--- src/hw/rtl/stsplit_pkg.sv ---
// Shared constants and types for the square tile splitter.
`default_nettype none

package stsplit_pkg;

    // Coordinate width default
    localparam int COORD_BITS_DEF = 13;

    // Fixed register widths
    localparam int TILE_SIDE_BITS  = 13;
    localparam int AREA_LIMIT_BITS = 27;
    localparam int CFG_DATA_BITS   = 27;
    localparam int CFG_ADDR_BITS   = 2;

    // Register indexes on the configuration port
    typedef enum logic [CFG_ADDR_BITS-1:0] {
        CFG_SPLIT_MODE = 2'd0,
        CFG_TILE_SIDE  = 2'd1,
        CFG_AREA_LIMIT = 2'd2
    } cfg_index_t;

    // Split modes
    localparam logic MODE_FIXED    = 1'b0;
    localparam logic MODE_MIN_AREA = 1'b1;

    // Command codes carried in tuser
    localparam logic CMD_START = 1'b0;
    localparam logic CMD_NEXT  = 1'b1;

    // Register reset values
    localparam logic                       SPLIT_MODE_RST = MODE_MIN_AREA;
    localparam logic [TILE_SIDE_BITS-1:0]  TILE_SIDE_RST  = 13'd128;
    localparam logic [AREA_LIMIT_BITS-1:0] AREA_LIMIT_RST = 27'd16384;

endpackage

`default_nettype wire

--- src/hw/rtl/square_tile_splitter_core.sv ---
// Square tile splitter: cuts a loaded rectangle into square tiles, one per next command.
//
// Input beats arrive on s_axis: tuser carries the command (start or next), tdata the
// rectangle edges used by a start. A start loads the rectangle and gives no output beat;
// each next gives one tile on m_axis, with tlast marking the tile that completes the
// rectangle. A next with no rectangle loaded gives nothing.
// Configuration registers (split mode, tile side, area limit) are written through cfg_we,
// cfg_addr and cfg_wdata; split mode acts on the next beat, tile side on the next start,
// area limit on the next start or strip reload. A tile shows on m_axis the cycle after
// its command beat. Throughput: one beat per cycle unless m_axis stalls. Each command
// is handled in a single pass of cursor adds and compares plus one coordinate multiply
// for the region area, all between the state registers and the output register.
// Stall: the output register holds a tile while m_axis_tready is low; s_axis_tready
// stays high as long as that register is empty or being drained in the same cycle.
// Reset: rst_n clears the output valid, drops any loaded rectangle and restores the
// register defaults (min-area mode, tile side 128, area limit 16384).
`default_nettype none

module square_tile_splitter_core
    import stsplit_pkg::*;
#(
    parameter int COORD_BITS = COORD_BITS_DEF
) (
    input  wire logic                                 clk,
    input  wire logic                                 rst_n,
    // configuration write port
    input  wire logic                                 cfg_we,
    input  wire logic [CFG_ADDR_BITS-1:0]             cfg_addr,
    input  wire logic [CFG_DATA_BITS-1:0]             cfg_wdata,
    // command stream
    input  wire logic                                 s_axis_tvalid,
    output logic                                      s_axis_tready,
    // tdata: rect_left, rect_top, rect_right, rect_bottom, zero pad
    input  wire logic [((4*COORD_BITS+7)/8)*8-1:0]    s_axis_tdata,
    // tuser: command
    input  wire logic                                 s_axis_tuser,
    // tile stream
    output logic                                      m_axis_tvalid,
    input  wire logic                                 m_axis_tready,
    // tdata: tile_left, tile_top, tile_right, tile_bottom, zero pad
    output logic [((4*COORD_BITS+7)/8)*8-1:0]         m_axis_tdata,
    // tlast: last_tile
    output logic                                      m_axis_tlast
);

    localparam int CB      = COORD_BITS;
    localparam int SUM_W   = COORD_BITS + 1;
    localparam int AREA_W  = 2 * COORD_BITS;
    localparam int CMP_W   = (AREA_W > AREA_LIMIT_BITS) ? AREA_W : AREA_LIMIT_BITS;
    localparam int SIDE_W  = (COORD_BITS > TILE_SIDE_BITS) ? COORD_BITS : TILE_SIDE_BITS;
    localparam int TDATA_W = ((4*COORD_BITS+7)/8)*8;

    // Configuration registers
    logic                       split_mode_reg;
    logic [TILE_SIDE_BITS-1:0]  tile_side_reg;
    logic [AREA_LIMIT_BITS-1:0] area_limit_reg;

    // Region state
    logic [CB-1:0] region_left_reg,   region_left_next;
    logic [CB-1:0] region_top_reg,    region_top_next;
    logic [CB-1:0] region_right_reg,  region_right_next;
    logic [CB-1:0] region_bottom_reg, region_bottom_next;
    logic [CB-1:0] cursor_x_reg,      cursor_x_next;
    logic [CB-1:0] cursor_y_reg,      cursor_y_next;
    logic [CB-1:0] square_side_reg,   square_side_next;
    logic [AREA_W-1:0]          area_reg;
    logic [AREA_LIMIT_BITS-1:0] area_lim_reg, area_lim_next;
    logic          busy_reg,          busy_next;
    logic          area_load;

    // Output register
    logic              m_valid_reg;
    logic [TDATA_W-1:0] m_data_reg;
    logic              m_last_reg;

    // Handshake
    logic accept;
    logic out_load;

    // Input fields
    logic          in_cmd;
    logic [CB-1:0] il, it, ir, ib;
    logic [CB-1:0] in_w, in_h, in_short;

    // Working values from the current region
    logic [CB-1:0]    cx, cy, rw, rh, shortest, rem_w, rem_h;
    logic [SUM_W-1:0] cxh, cyw;
    logic             below_limit;

    // Multiplier
    logic [CB-1:0]     mul_a, mul_b;
    logic [AREA_W-1:0] area_prod;

    // Fixed mode working values
    logic [CB-1:0]    fn, fx, fy;
    logic [SUM_W-1:0] cxn, cyn;
    logic             last_col, last_row;
    logic [TILE_SIDE_BITS-1:0] ts_eff;

    // Tile being produced
    logic [CB-1:0] t_l, t_t, t_r, t_b;
    logic          t_last;
    logic [TDATA_W-1:0] t_data;

    assign s_axis_tready = !m_valid_reg || m_axis_tready;
    assign accept        = s_axis_tvalid && s_axis_tready;
    assign m_axis_tvalid = m_valid_reg;
    assign m_axis_tdata  = m_data_reg;
    assign m_axis_tlast  = m_last_reg;

    // Unpack the command beat
    assign in_cmd   = s_axis_tuser;
    assign il       = s_axis_tdata[0*CB +: CB];
    assign it       = s_axis_tdata[1*CB +: CB];
    assign ir       = s_axis_tdata[2*CB +: CB];
    assign ib       = s_axis_tdata[3*CB +: CB];
    assign in_w     = ir - il;
    assign in_h     = ib - it;
    assign in_short = (in_w < in_h) ? in_w : in_h;
    assign ts_eff   = (tile_side_reg == '0) ? TILE_SIDE_BITS'(1) : tile_side_reg;

    // Pull a stray cursor back to the region corner
    assign cx = (cursor_x_reg < region_left_reg || cursor_x_reg >= region_right_reg)
                ? region_left_reg : cursor_x_reg;
    assign cy = (cursor_y_reg < region_top_reg || cursor_y_reg >= region_bottom_reg)
                ? region_top_reg : cursor_y_reg;
    assign rw       = region_right_reg - region_left_reg;
    assign rh       = region_bottom_reg - region_top_reg;
    assign shortest = (rw < rh) ? rw : rh;
    assign rem_w    = region_right_reg - cx;
    assign rem_h    = region_bottom_reg - cy;
    assign cxh      = SUM_W'(cx) + SUM_W'(rh);
    assign cyw      = SUM_W'(cy) + SUM_W'(rw);
    assign below_limit = CMP_W'(area_reg) < CMP_W'(area_lim_reg);

    // Fixed mode tile placement
    assign fn       = (square_side_reg == '0 || square_side_reg > shortest)
                      ? shortest : square_side_reg;
    assign cxn      = SUM_W'(cx) + SUM_W'(fn);
    assign cyn      = SUM_W'(cy) + SUM_W'(fn);
    assign last_col = cxn >= SUM_W'(region_right_reg);
    assign last_row = cyn >= SUM_W'(region_bottom_reg);
    assign fx       = last_col ? region_right_reg - fn : cx;
    assign fy       = last_row ? region_bottom_reg - fn : cy;

    // Region area for the small-region test
    assign area_prod = AREA_W'(mul_a) * AREA_W'(mul_b);

    // Decide the tile and the next state for one beat
    always_comb
    begin
        region_left_next   = region_left_reg;
        region_top_next    = region_top_reg;
        region_right_next  = region_right_reg;
        region_bottom_next = region_bottom_reg;
        cursor_x_next      = cursor_x_reg;
        cursor_y_next      = cursor_y_reg;
        square_side_next   = square_side_reg;
        area_lim_next      = area_lim_reg;
        busy_next          = busy_reg;
        area_load          = 1'b0;
        mul_a              = in_w;
        mul_b              = in_h;
        out_load           = 1'b0;
        t_l                = cx;
        t_t                = cy;
        t_r                = region_right_reg;
        t_b                = region_bottom_reg;
        t_last             = 1'b0;

        if (accept)
        begin
            if (in_cmd == CMD_START)
            begin
                if (ir <= il || ib <= it)
                begin
                    busy_next = 1'b0;
                end
                else
                begin
                    // Load a new rectangle
                    region_left_next   = il;
                    region_top_next    = it;
                    region_right_next  = ir;
                    region_bottom_next = ib;
                    cursor_x_next      = il;
                    cursor_y_next      = it;
                    square_side_next   = in_short;
                    if (split_mode_reg == MODE_FIXED &&
                        SIDE_W'(ts_eff) < SIDE_W'(in_short))
                    begin
                        square_side_next = CB'(ts_eff);
                    end
                    area_load     = 1'b1;
                    area_lim_next = area_limit_reg;
                    busy_next     = 1'b1;
                end
            end
            else if (busy_reg)
            begin
                out_load      = 1'b1;
                cursor_x_next = cx;
                cursor_y_next = cy;
                if (split_mode_reg == MODE_FIXED)
                begin
                    // Row-major tiles, last row and column flush with the edges
                    t_l    = fx;
                    t_t    = fy;
                    t_r    = CB'(SUM_W'(fx) + SUM_W'(fn));
                    t_b    = CB'(SUM_W'(fy) + SUM_W'(fn));
                    t_last = last_col && last_row;
                    if (last_col)
                    begin
                        cursor_x_next = region_left_reg;
                        if (last_row)
                            busy_next = 1'b0;
                        else
                            cursor_y_next = CB'(cyn);
                    end
                    else
                    begin
                        cursor_x_next = CB'(cxn);
                    end
                end
                else if (rw == rh)
                begin
                    // Square region goes out whole
                    t_l       = region_left_reg;
                    t_t       = region_top_reg;
                    t_last    = 1'b1;
                    busy_next = 1'b0;
                end
                else if (rw > rh)
                begin
                    t_t = region_top_reg;
                    if (cxh >= SUM_W'(region_right_reg))
                    begin
                        if (below_limit)
                        begin
                            // Overlap the last square with the right edge
                            t_l       = region_right_reg - rh;
                            t_last    = 1'b1;
                            busy_next = 1'b0;
                        end
                        else
                        begin
                            // Reload the remainder strip, now tall or square
                            region_left_next = cx;
                            square_side_next = rem_w;
                            mul_a            = rem_w;
                            mul_b            = rh;
                            area_load        = 1'b1;
                            area_lim_next    = area_limit_reg;
                            t_l              = cx;
                            cursor_y_next    = region_top_reg;
                            if (rem_w == rh)
                            begin
                                t_last    = 1'b1;
                                busy_next = 1'b0;
                            end
                            else
                            begin
                                t_b           = region_top_reg + rem_w;
                                cursor_y_next = region_top_reg + rem_w;
                            end
                        end
                    end
                    else
                    begin
                        t_l           = cx;
                        t_r           = CB'(cxh);
                        cursor_x_next = CB'(cxh);
                    end
                end
                else
                begin
                    t_l = region_left_reg;
                    if (cyw >= SUM_W'(region_bottom_reg))
                    begin
                        if (below_limit)
                        begin
                            // Overlap the last square with the bottom edge
                            t_t       = region_bottom_reg - rw;
                            t_last    = 1'b1;
                            busy_next = 1'b0;
                        end
                        else
                        begin
                            // Reload the remainder strip, now wide or square
                            region_top_next  = cy;
                            square_side_next = rem_h;
                            mul_a            = rw;
                            mul_b            = rem_h;
                            area_load        = 1'b1;
                            area_lim_next    = area_limit_reg;
                            t_t              = cy;
                            cursor_x_next    = region_left_reg;
                            if (rem_h == rw)
                            begin
                                t_last    = 1'b1;
                                busy_next = 1'b0;
                            end
                            else
                            begin
                                t_r           = region_left_reg + rem_h;
                                cursor_x_next = region_left_reg + rem_h;
                            end
                        end
                    end
                    else
                    begin
                        t_t           = cy;
                        t_b           = CB'(cyw);
                        cursor_y_next = CB'(cyw);
                    end
                end
            end
        end
    end

    // Pack the tile edges, zero pad on top
    always_comb
    begin
        t_data              = '0;
        t_data[0*CB +: CB]  = t_l;
        t_data[1*CB +: CB]  = t_t;
        t_data[2*CB +: CB]  = t_r;
        t_data[3*CB +: CB]  = t_b;
    end

    // Write configuration registers
    always_ff @(posedge clk or negedge rst_n)
    begin
        if (!rst_n)
        begin
            split_mode_reg <= SPLIT_MODE_RST;
            tile_side_reg  <= TILE_SIDE_RST;
            area_limit_reg <= AREA_LIMIT_RST;
        end
        else if (cfg_we)
        begin
            unique case (cfg_addr)
                CFG_SPLIT_MODE: split_mode_reg <= cfg_wdata[0];
                CFG_TILE_SIDE:  tile_side_reg  <= cfg_wdata[TILE_SIDE_BITS-1:0];
                CFG_AREA_LIMIT: area_limit_reg <= cfg_wdata[AREA_LIMIT_BITS-1:0];
                default:        split_mode_reg <= split_mode_reg;
            endcase
        end
    end

    // Hold region state
    always_ff @(posedge clk or negedge rst_n)
    begin
        if (!rst_n)
        begin
            region_left_reg   <= '0;
            region_top_reg    <= '0;
            region_right_reg  <= '0;
            region_bottom_reg <= '0;
            cursor_x_reg      <= '0;
            cursor_y_reg      <= '0;
            square_side_reg   <= '0;
            area_reg          <= '0;
            area_lim_reg      <= '0;
            busy_reg          <= 1'b0;
        end
        else
        begin
            region_left_reg   <= region_left_next;
            region_top_reg    <= region_top_next;
            region_right_reg  <= region_right_next;
            region_bottom_reg <= region_bottom_next;
            cursor_x_reg      <= cursor_x_next;
            cursor_y_reg      <= cursor_y_next;
            square_side_reg   <= square_side_next;
            area_lim_reg      <= area_lim_next;
            busy_reg          <= busy_next;
            if (area_load)
                area_reg <= area_prod;
        end
    end

    // Advance output valid
    always_ff @(posedge clk or negedge rst_n)
    begin
        if (!rst_n)
            m_valid_reg <= 1'b0;
        else if (accept)
            m_valid_reg <= out_load;
        else if (m_axis_tready)
            m_valid_reg <= 1'b0;
    end

    // Capture the tile beat
    always_ff @(posedge clk)
    begin
        if (out_load)
        begin
            m_data_reg <= t_data;
            m_last_reg <= t_last;
        end
    end

endmodule

`default_nettype wire

--- config.mk ---
export PLATFORM = sky130hd
export DESIGN_NAME = square_tile_splitter_core
export DESIGN_NICKNAME = d
export VERILOG_FILES = /design/src/hw/rtl/stsplit_pkg.sv /design/src/hw/rtl/square_tile_splitter_core.sv
export SDC_FILE = /design/constraint.sdc
export NUM_CORES = 2
export LEC_CHECK = 0
export ABC_AREA = 1
export BUFFER_PORTS_ARGS = -buffer_cell sky130_fd_sc_hd__buf_4
export CAP_MARGIN = 15
export CORE_MARGIN = 1
export CORE_UTILIZATION = 60
export CTS_BUF_LIST = sky130_fd_sc_hd__clkbuf_16
export CTS_CLUSTER_SIZE = 16
export DETAILED_ROUTE_END_ITERATION = 8
export PLACE_DENSITY = 0.76
export SLEW_MARGIN = 10
export SYNTH_ARGS = -nofsm -noshare
export SYNTH_HDL_FRONTEND = slang
export SYNTH_SLANG_ARGS = --single-unit
--- constraint.sdc ---
create_clock -name clk -period 14.11 [get_ports clk]
set_clock_uncertainty 0.1 [all_clocks]
set_input_delay 2.822 -clock clk [delete_from_list [all_inputs] [get_ports clk]]
set_output_delay 2.822 -clock clk [all_outputs]
set_load 0.01 [all_outputs]
==> metrics.csv <==
metric,value,unit
status,"finished, final reports clean",
top area cells in the synthesized netlist,"ha_1 16%, nand2_1 13%, dfrtp_1 13%, inv_1 7.9%, fa_1 7.8%",
CP arrival,13.73,ns
slowest cell on the critical path,o21ai_0,
grt total ovfl,0,
GR Util All Layers,0.472,
total die area,0.0606,sq mm
area grow syn2layout,8.74,%
slowest cell delay on critical path,0.95,ns
kind of end point of the critical path,flop,
width of the die,246,microns
FP Rows,89,
Synth cell types,61,
Register Area,0.00628,sq mm
detailed-route via count,37918,
cts bufs inserted,29,
post-synthesis sequential area ratio,0.176,
HPWL after DPL,115000,microns
CP Class,reg -> reg,
Max-slew headroom,0.136,
max reg flops,52,
CTS tree,done,
Hold Fails Final Rpt,0,
Crit. Startpoint,region_right_reg[0],
PortBufs,141,
first drt pass iteration count,8,
area of the mapped netlist,0.0357,sq mm
wire per inst,23.7,microns
Initial Utilization,0.607,
WP data required,14.50,ns
DRC viols,0,
"most used cell, CP",nand2_1,
max_cap viols,0,
Iteration-0 DRC Markers,4633,
initial antenna violation count,4,
max-slew violation count,0,
Mapped Cells,5257,
Worst Hold Launch,area_limit_reg[23],
fillers,5416,
Worst R2R Start,region_right_reg[0],
vias in the first global route,34329,
Hold Path Class,reg -> reg,
CTS Buffer Depth,3,
Die Y-Extent,246,microns
endpoints failing setup,0,
fin crit period,13.34,ns
Post-synth EDFFs,53,
first-pass GRT wire length,212000,microns
"commonest non-fill, non-tap cell in the layout",nand2_1,
startpoint types,flop,
CTS sink cnt,240,
R2R setup slack,0.77,ns
Worst-Margin Slew,1.28,ns
area of the multi-input gates,0.0258,sq mm
pin count of the biggest net entering global routing,81,
RD Place Congestion,1.10,
average via count per standard cell,6.15,
Max Freq,75.0,MHz
"Max FO, Critical Path",25,
Mapped Avg Cell Area,6.80,sq um
RSZ-0062 raised after global routing,no,
IO Count,150,
most frequent cells in the layout,"1249 x nand2_1, 760 x inv_1, 543 x a21oi_1",
Worst-Skew Late Latency,0.64,ns
Tcrit/Tclk final,0.945,
Ys Warns,0,
proportion of layout cells with a drive suffix above 1,0.0801,
core area,0.0589,sq mm
asr flop ratio synth,0.779,
Clock transition at path regs,0.07,ns
setup TNS after final layout,0,ns
Nets,6068,
H-tree Lvls,1,
Seq cells post-synth,240,
CTS root buf,clkbuf_16,
Synth top area share,0.165,
Main synth FF type,dfrtp_1,
number of nets still failing antenna checks after routing,0,
largest area contributor in the netlist,ha_1,
total routed wirelength,146000,microns
## critical path, delay by kind of cell, from the launching register on
family | cells | cell delay [ns]
AOI/OAI and AO/OA | 15 | 3.51
adders and majority gates | 7 | 2.55
xor gates and xnor gates | 3 | 1.15
buffers and inverters | 8 | 2.01
DFF | 1 | 0.70
and+or+nand+nor | 28 | 3.15
## worst paths after layout
path	to	cells past startpoint
setup reg to reg	m_axis_tdata[37]	61
setup / recovery	m_axis_tdata[37]	61
hold reg to reg	area_lim_reg[23]	2
max in group asynchronous	region_right_reg[9]	2
hold / removal	area_lim_reg[23]	2
min in group asynchronous	area_lim_reg[17]	1
## repair_timing
action,4_1_cts,5_1_grt
gates resized for setup,0,1
buffers inserted,0,0
endpoints found under the setup margin,0,1
hold buffers,0,0
## per-stage QoR
stage | hold WS, ns | setup WS (ns) | cell area, sq um | std cells | utilization
finish | 0.387 | 0.771 | 38900 | 6164 | 0.660
global route | 0.410 | 0.157 | 38900 | 6163 | 0.660
CTS | 0.390 | 1.02 | 38900 | 6163 | 0.660
detailed placement | 0.371 | 1.09 | 37900 | 6109 | 0.644
global placement | 0.354 | 1.30 | 37900 | 6109 | 0.644
floorplan | 0.342 | 3.88 | 35800 | 5260 | -
## final cells by class
class | count | share of cell area
tap | 773 | 0.0249
timing repair buffer | 267 | 0.0517
multi-input combinational | 4051 | 0.662
sequential | 240 | 0.161
antenna | 1 | 0.0000644
inverter | 778 | 0.0752
clock inverter | 24 | 0.00492
clock buffer | 30 | 0.0193
## cells in the mapped netlist (14+ instances only)
cell type,n
clkbuf_1,100
ha_1,471
edfxtp_1,53
inv_2,20
buf_2,58
o21ai_0,411
and2_1,14
xnor2_1,64
or2_2,14
o21ai_1,63
nand4_1,46
fa_1,139
o211ai_1,51
mux2_2,14
buf_1,19
inv_1,757
xor2_1,143
nand2_1,1250
nor3_1,34
o21bai_1,18
nor2_1,317
dfrtp_1,184
a21oi_1,543
nand3_1,265
a21o_1,16
## routing by layer
layer  global-route usage  part of all wire
met1                0.623              0.39
met2                0.671              0.40
met3                0.125              0.13
met4                0.317             0.082
met5                    0           0.00016
## cells by family after synthesis
| family | share of synthesized area |
|---|---|
| AND/OR/NAND/NOR | 0.230 |
| buffers and inverters | 0.106 |
| adder cells (fa/ha/maj) | 0.243 |
| AO/OA/AOI/OAI | 0.185 |
| other | 0.000105 |
| XOR/XNOR | 0.0557 |
| multiplexers | 0.00441 |
| flip-flops | 0.176 |
Power is not shown: default switching activity piles up to over one toggle a cycle in this logic, so the estimate is an artifact.
